==> config.mk <==
export PLATFORM = sky130hd
export DESIGN_NAME = frb_outq
export DESIGN_NICKNAME = d
export VERILOG_FILES = /design/src/rtl/frb_pkg.sv /design/src/rtl/frb_outq.sv
export SDC_FILE = /design/constraint.sdc
export NUM_CORES = 1
export LEC_CHECK = 0
export ABC_AREA = 1
export BUFFER_PORTS_ARGS = -buffer_cell sky130_fd_sc_hd__buf_2
export CORE_ASPECT_RATIO = 2
export CORE_MARGIN = 2
export CORE_UTILIZATION = 45
export CTS_BUF_LIST = sky130_fd_sc_hd__clkbuf_4
export CTS_CLUSTER_SIZE = 30
export DETAILED_ROUTE_END_ITERATION = 8
export PLACE_DENSITY = 0.65
export SLEW_MARGIN = 20
export SYNTH_ARGS = -nofsm -noshare
export SYNTH_HDL_FRONTEND = slang
export SYNTH_SLANG_ARGS = --single-unit
==> constraint.sdc <==
create_clock -name i_clk -period 2.8 [get_ports i_clk]
set_clock_uncertainty 0.15 [all_clocks]
set_input_delay 0 -clock i_clk [delete_from_list [all_inputs] [get_ports i_clk]]
set_output_delay 0 -clock i_clk [all_outputs]
set_load 0.03 [all_outputs]
==> src/rtl/frb_pkg.sv <==
// shared constants, types and helpers of the framed ring buffer
`default_nettype none
package frb_pkg;

    localparam int DEPTH     = 1024;
    localparam int MAX_CHUNK = 64;

    localparam int SIZE_W    = 7;
    localparam int SAMPLE_W  = 32;
    localparam int CMD_W     = 2;
    localparam int CFG_IDX_W = 1;
    localparam int ADDR_W    = (DEPTH > 1) ? $clog2(DEPTH) : 1;
    localparam int OCC_W     = $clog2(DEPTH + 1);
    localparam int POS_W     = (MAX_CHUNK > 1) ? $clog2(MAX_CHUNK) : 1;
    localparam int SUM_W     = ((ADDR_W > SIZE_W) ? ADDR_W : SIZE_W) + 1;
    localparam int OCMP_W    = ((OCC_W > SIZE_W) ? OCC_W : SIZE_W) + 1;

    // output queue
    localparam int OUT_DEPTH = 4;
    localparam int OQ_AW     = $clog2(OUT_DEPTH);
    localparam int OQ_CW     = $clog2(OUT_DEPTH + 1);

    localparam logic [CMD_W-1:0] CMD_WRITE = 2'd0;
    localparam logic [CMD_W-1:0] CMD_READ  = 2'd1;
    localparam logic [CMD_W-1:0] CMD_FLUSH = 2'd2;

    localparam logic [CFG_IDX_W-1:0] REG_FRAME_SIZE = 1'd0;
    localparam logic [CFG_IDX_W-1:0] REG_WIN_LEN    = 1'd1;

    localparam logic ST_ACCEPTED = 1'b0;
    localparam logic ST_REJECTED = 1'b1;

    typedef struct packed {
        logic [SAMPLE_W-1:0] sample_out;
        logic                status;
        logic                last;
    } t_res;

    // zero acts as one, anything above the chunk limit acts as the limit
    function automatic logic [SIZE_W-1:0] clamp_size(input logic [SIZE_W-1:0] v);
        logic [SIZE_W-1:0] r;
        if (v == '0) begin
            r = SIZE_W'(1);
        end else if (v > SIZE_W'(MAX_CHUNK)) begin
            r = SIZE_W'(MAX_CHUNK);
        end else begin
            r = v;
        end
        return r;
    endfunction

    // base + inc modulo DEPTH, inc stays below DEPTH wherever it is used
    function automatic logic [ADDR_W-1:0] wrap_add(input logic [ADDR_W-1:0] base,
                                                   input logic [SUM_W-1:0]  inc);
        logic [SUM_W-1:0] s;
        s = SUM_W'(base) + inc;
        if (s >= SUM_W'(DEPTH)) begin
            s = s - SUM_W'(DEPTH);
        end
        return ADDR_W'(s);
    endfunction

endpackage
`default_nettype wire

==> src/rtl/frb_outq.sv <==
// small result queue between the sequencer and the master stream
`default_nettype none
module frb_outq (
    input  wire logic                      i_clk,
    input  wire logic                      i_rst_n,
    input  wire logic                      i_push,
    input  frb_pkg::t_res                  i_res,
    output logic      [frb_pkg::OQ_CW-1:0] o_count,
    output logic                           o_valid,
    input  wire logic                      i_ready,
    output frb_pkg::t_res                  o_res
);

    frb_pkg::t_res r_q [frb_pkg::OUT_DEPTH];
    logic [frb_pkg::OQ_AW-1:0] r_wp, r_rp;
    logic [frb_pkg::OQ_CW-1:0] r_cnt;
    logic pop;

    assign o_valid = (r_cnt != '0);
    assign pop     = o_valid && i_ready;

    always_ff @(posedge i_clk) begin
        if (i_push) begin
            r_q[r_wp] <= i_res;
        end
        if (!i_rst_n) begin
            r_wp  <= '0;
            r_rp  <= '0;
            r_cnt <= '0;
        end else begin
            if (i_push) begin
                r_wp <= (r_wp == frb_pkg::OQ_AW'(frb_pkg::OUT_DEPTH - 1)) ? '0 : r_wp + 1'b1;
            end
            if (pop) begin
                r_rp <= (r_rp == frb_pkg::OQ_AW'(frb_pkg::OUT_DEPTH - 1)) ? '0 : r_rp + 1'b1;
            end
            r_cnt <= r_cnt + frb_pkg::OQ_CW'(i_push) - frb_pkg::OQ_CW'(pop);
        end
    end

    assign o_res   = r_q[r_rp];
    assign o_count = r_cnt;

endmodule
`default_nettype wire

==> results of run 1 <==
per-layer routing:
metal  GRT usage (%)  part of all wire, %  vias to the layer above
met5               0                    0                        -
met4           8.030                  2.3                        0
met3           4.213                  4.2                       16
met2           31.71                   57                       91
met1           19.68                   37                     1736
li1                -                    -                     1672
timing repair:
item / in CTS / in global routing
hold endpoints to repair: 145 / 0
buffers inserted: 0 / 0
gates resized for setup: 0 / 0
hold buffers: 37 / 0
worst max-delay path by stage:
stage,end
2_1_floorplan,o_count[2]
3_3_place_gp,o_res[8]
3_5_place_dp,o_res[30]
4_1_cts,o_res[4]
5_1_grt,o_res[8]
6_report,o_res[8]
report_power, final:
part	leakage, nW	internal (mW)	switching, mW	total (mW)
registers	1.32	2.51	0.0949	2.60
clock network	0.151	0.538	0.711	1.25
logic	0.935	0.536	1.35	1.89
total	2.41	3.58	2.16	5.74
sequential cells by signal (all words and copies together), names as in the netlist, named ones only:
signal / count
r_wp: 2
o_count: 3
r_q: 136
r_rp: 2
worst reg2reg max path, stage by stage, from the launching register on:
cell and delay (ns):
dfxtp_1 0.43, nor2_1 0.09, a21boi_0 0.17, ha_1 0.25, inv_1 0.05, ha_1 0.12
inv_1 0.05, fa_1 0.39, a21oi_1 0.16, nor2_1 0.06
synth_stat cells (all sizes together):
master / number / area, um^2
nand3: 3 / 15.01
edfxtp: 136 / 4084
o21ai: 68 / 340.3
inv: 17 / 66.31
ha: 7 / 87.58
dfxtp: 9 / 180.2
nand2: 11 / 41.29
clkbuf: 3 / 13.76
o22ai: 34 / 212.7
a21boi: 1 / 7.510
nor2: 75 / 281.5
nor3: 1 / 5.000
buf: 19 / 126.4
a21oi: 4 / 20.02
xnor2: 1 / 8.760
fa: 1 / 20.02
metrics by stage:
stage / instance area [um^2] / hold slack [ns]
final: 6633 / 0.07720
after global routing: 6633 / 0.01871
after CTS: 6630 / 0.03276
after detailed placement: 5983 / 0.06652
after global placement: 5983 / 0.05892
after floorplan: 5510 / -0.05237
cells by family after synthesis:
kind of cell | count (synthesis) | synth area share [%]
DFF | 145 | 77.38
AOI/OAI and AO/OA | 107 | 10.54
and+or+nand+nor | 90 | 6.221
buffers and inverters | 39 | 3.746
xor gates and xnor gates | 1 | 0.1590
adders and majority gates | 8 | 1.953
layout by cell type (no fill, tap or decap), types with 8 or more instances in the layout:
cell type      Yosys  layout
buf_2             14      75
nand2_1           11      11
clkbuf_4           0      18
nor2_1            75      75
edfxtp_1         136     136
o21ai_0           63      63
dlygate4sd3_1      0      37
inv_1             15      11
dfxtp_1            9       8
o22ai_1           34      34
area by class of cell:
class / count / share of cell area [%]
well taps: 147 / 2.773
multi-input cells: 206 / 15.68
diodes: 1 / 0.03773
clock inverters: 14 / 2.132
repair buffers: 119 / 12.04
clock buffers: 18 / 2.037
flip-flops and latches: 145 / 64.31
inverters: 17 / 0.9998
==> run summary, run 1 <==
Status -> complete, no violations
Fin cells -> 667
Max-slew headroom -> 55.37%
Die Wd -> 82.25 um
Critical Path AT -> 2.39 ns
Final setup fails -> 0
Nature of the critical path endpoint -> output port
Layout cells sized above 1 -> 22.35%
Hold path start -> i_res[16]
IO Pins -> 76
Gr usage total -> 17.96%
I/O Buffers -> 75
Final Critical Period -> 2.541 ns
Hold Path Sink -> r_q[3][16]
CP max FO -> 37
Drt wl/cell -> 16.67 um
Area grow syn2layout -> 20.37%
Routed vias/inst -> 5.270
Inst Count DP -> 597
Count of final hold-check violations -> 0
RSZ-0062 raised after global routing -> no
Cell area after synthesis -> 5510 um^2
Hold Path Stages -> 2
Fmax -> 393.6 MHz
Synth cell types -> 21
Seq cells post-synth -> 145
Worst-margin pin slew -> 0.6695 ns
Filler cell count -> 1007
Routed wire length -> 11.12 mm
Global-route wire length before repair -> 17.33 mm
GP Congestion -> 0.7566
Yosys warnings -> 0
Max-slew violation count -> 0
Die height -> 160.5 um
CP cell instances -> buf_4 > o21ai_0 > o22ai_1 > buf_2
Antenna violations before repair -> 1
Cells after synthesis -> 390
Final #Nets -> 552
Grt total ovfl -> 0
DRC -> 0
Total die area -> 13200 um^2
Number of H-tree levels -> 4
Clock Latency Late Sink -> 0.51 ns
Final period utilization -> 90.75%
PwrDens -> 865.3 nW/um^2
Final worst-path setup slack -> 0.2591 ns
Slowest cell on crit path -> dfxtp_2
Syn_area_per_cell -> 14.13 um^2
Reg2reg end -> o_count[2]
Kind of critical path -> reg2out
Core area -> 12050 um^2
Vias in the first global route -> 3572
Syn nets -> 436
FF-to-FF path depth -> 9
First-pass detailed-route iteration total -> 6
Startpoint Class -> flip-flop
Largest net degree at the start of global routing -> 69
CTS Sinks -> 145
Iter 0 DRT Violations -> 183
Clk slew on worst S/H paths -> 0.12 ns
Multi-input logic area -> 1040 um^2
Pre-CTS setup slack -> 0.7919 ns
Initial Util -> 45.72%
Reg2reg start -> o_count[1]
R2R setup slack -> 0.77 ns
Sequential share of the synthesized area -> 77.38%
Worst EP required -> 2.65 ns
Min-delay worst type -> in2reg
Clock Tree Buf Depth -> 2
Cts bufs inserted -> 17
Worst IR Drop VDD -> 0.4002 mV
DPL Wire Length -> 6.568 mm
Leak Pwr -> 2.410 nW
# Max-Cap Violations -> 0
Worst path depth -> 4
Setup TNS -> 0 ns
Routed Antenna Nets -> 0
Delay-heaviest family, CP -> flip-flops
Sequential cell area -> 4265 um^2
CTS tree -> yes
Core Rows -> 57
Power, Total -> 5.739 mW
WP buf/inv -> 2
CP peak stage delay -> 0.78 ns
Via count -> 3515
Final core utilization -> 55.03%
Clk root buf -> clkbuf_4
Note: power is estimated with default switching activity, not from simulation.
==> run 2: changes to the inputs <==
--- a/config.mk
+++ b/config.mk
@@ -13,7 +13,7 @@
 export CTS_BUF_LIST = sky130_fd_sc_hd__clkbuf_4
 export CTS_CLUSTER_SIZE = 30
 export DETAILED_ROUTE_END_ITERATION = 8
-export PLACE_DENSITY = 0.65
+export PLACE_DENSITY = 0.67
 export SLEW_MARGIN = 20
 export SYNTH_ARGS = -nofsm -noshare
 export SYNTH_HDL_FRONTEND = slang
==> constraint.sdc (replaced) <==
create_clock -name i_clk -period 2.25 [get_ports i_clk]
set_clock_uncertainty 0.15 [all_clocks]
set_input_delay 0 -clock i_clk [delete_from_list [all_inputs] [get_ports i_clk]]
set_output_delay 0 -clock i_clk [all_outputs]
set_load 0.03 [all_outputs]
==> run summary, run 2 (synthesis results as in run 1) <==
Status -> complete, no violations
Leak Pwr -> 2.497 nW
Clk slew on worst S/H paths -> 0.12 ns
Clock Tree Buf Depth -> 2
PwrDens -> 1110 nW/um^2
Reg2reg start -> o_count[1]
Area grow syn2layout -> 23.48%
CP max FO -> 4
Gr usage total -> 18.06%
Final period utilization -> 93.66%
Worst EP required -> 2.53 ns
Clock Latency Late Sink -> 0.52 ns
Commonest non-fill, non-tap cell in the layout -> edfxtp_1
Fmax -> 474.6 MHz
Iter 0 DRT Violations -> 235
Critical Path AT -> 2.39 ns
Min-delay worst type -> in2reg
Routed wire length -> 11.22 mm
Final #Nets -> 556
Hold Path Stages -> 2
I/O Buffers -> 75
Pre-CTS setup slack -> 0.2126 ns
Initial Util -> 45.72%
Die Wd -> 82.25 um
Kind of critical path -> reg2reg
# Max-Cap Violations -> 0
Max-slew violation count -> 0
First-pass detailed-route iteration total -> 4
Hold WS -> 0.07822 ns
Largest Register -> r_q
Startpoint Class -> flip-flop
Total die area -> 13200 um^2
Global-route wire length before repair -> 17.57 mm
Worst setup path startpoint -> o_count[1]
GP Congestion -> 0.7426
R2R setup slack -> 0.14 ns
Count of final hold-check violations -> 0
Number of H-tree levels -> 4
Max-slew headroom -> 66.15%
Hold Path Sink -> r_q[2][0]
Routed vias/inst -> 5.273
DPL Wire Length -> 6.411 mm
Die height -> 160.5 um
Cts bufs inserted -> 17
Routed Antenna Nets -> 0
Largest register FFs -> 136
Clk root buf -> clkbuf_4
CTS Sinks -> 145
Vias in the first global route -> 3577
Largest net degree at the start of global routing -> 44
Worst IR Drop VDD -> 0.6076 mV
Commonest non-fill, non-tap cells in the layout -> edfxtp_1, buf_2, nor2_1
Core area -> 12050 um^2
Final Critical Period -> 2.107 ns
Antenna violations before repair -> 1
Power, Total -> 7.555 mW
Drt wl/cell -> 16.72 um
Hold path start -> i_res[0]
Core Rows -> 57
IO Pins -> 76
Nature of the critical path endpoint -> flip-flop
Final worst-path setup slack -> 0.1428 ns
CTS tree -> yes
Via count -> 3538
Final setup fails -> 0
Layout cells sized above 1 -> 23.14%
Final core utilization -> 56.45%
Reg2reg end -> o_count[0]
Worst-margin pin slew -> 0.5071 ns
Grt total ovfl -> 0
DRC -> 0
FF-to-FF path depth -> 8
## run 2: cell count changes in the layout (fill, tap and decap cells not counted), moves of 3 or more
cell and change:
buf_12 +4, clkinv_1 -3, bufinv_16 +3, inv_1 +3
## run 2: cell type report
type | instances | area [um^2]
fillers | 974 | 5249
flip-flops and latches | 145 | 4269
multi-input cells | 206 | 1042
repair buffers | 123 | 888.4
clock inverters | 12 | 190.2
well taps | 147 | 183.9
clock buffers | 20 | 150.1
inverters | 17 | 77.57
diodes | 1 | 2.502
## run 2: critical path, cell delays in order, from the launching register on
cell,delay [ns]
dfxtp_2,0.40
nor2_2,0.06
a21boi_0,0.21
ha_1,0.27
inv_1,0.06
ha_1,0.21
nand2_1,0.06
dlygate4sd3_1,0.55
inv_1,0.04
## run 2: stage by stage
stage	cells	TNS, ns	area [um^2]
global route	671	-0.01231	6804
CTS	669	-0.03487	6775
global placement	599	0	6048
floorplan	390	0	5510
finish	671	0	6804
detailed placement	599	0	6048
## run 2: how the worst max path moves through the flow
stage,slack [ns],to,cells past startpoint
final,0.14,o_count[0],8
after global routing,-0.01,o_res[27],4
after CTS,-0.02,o_res[15],5
after detailed placement,0.21,o_count[2],9
after global placement,0.36,o_count[2],9
after floorplan,0.18,o_count[2],9
## run 2: metal layers
metal  track usage [%]  part of all wire, %  vias to the layer above
li1                  -                    -                     1678
met3             4.607                  4.9                       12
met4             7.273                  1.6                        0
met1             19.73                   37                     1735
met2             32.07                   56                      113
met5                 0                    0                        -
## run 2: timing repair
action / 4_1_cts / 5_1_grt
endpoints found under the setup margin: 16 / 24
hold buffers: 38 / 0
endpoints found under the hold margin: 247 / 0
pin swaps: 0 / 0
resized for setup: 2 / 7
buffers inserted: 0 / 1
## run 2: where the power goes
| part | internal [mW] | switching [mW] |
|---|---|---|
| registers | 3.12 | 0.0855 |
| clock network | 1.02 | 0.850 |
| logic | 0.725 | 1.75 |
| total | 4.87 | 2.68 |
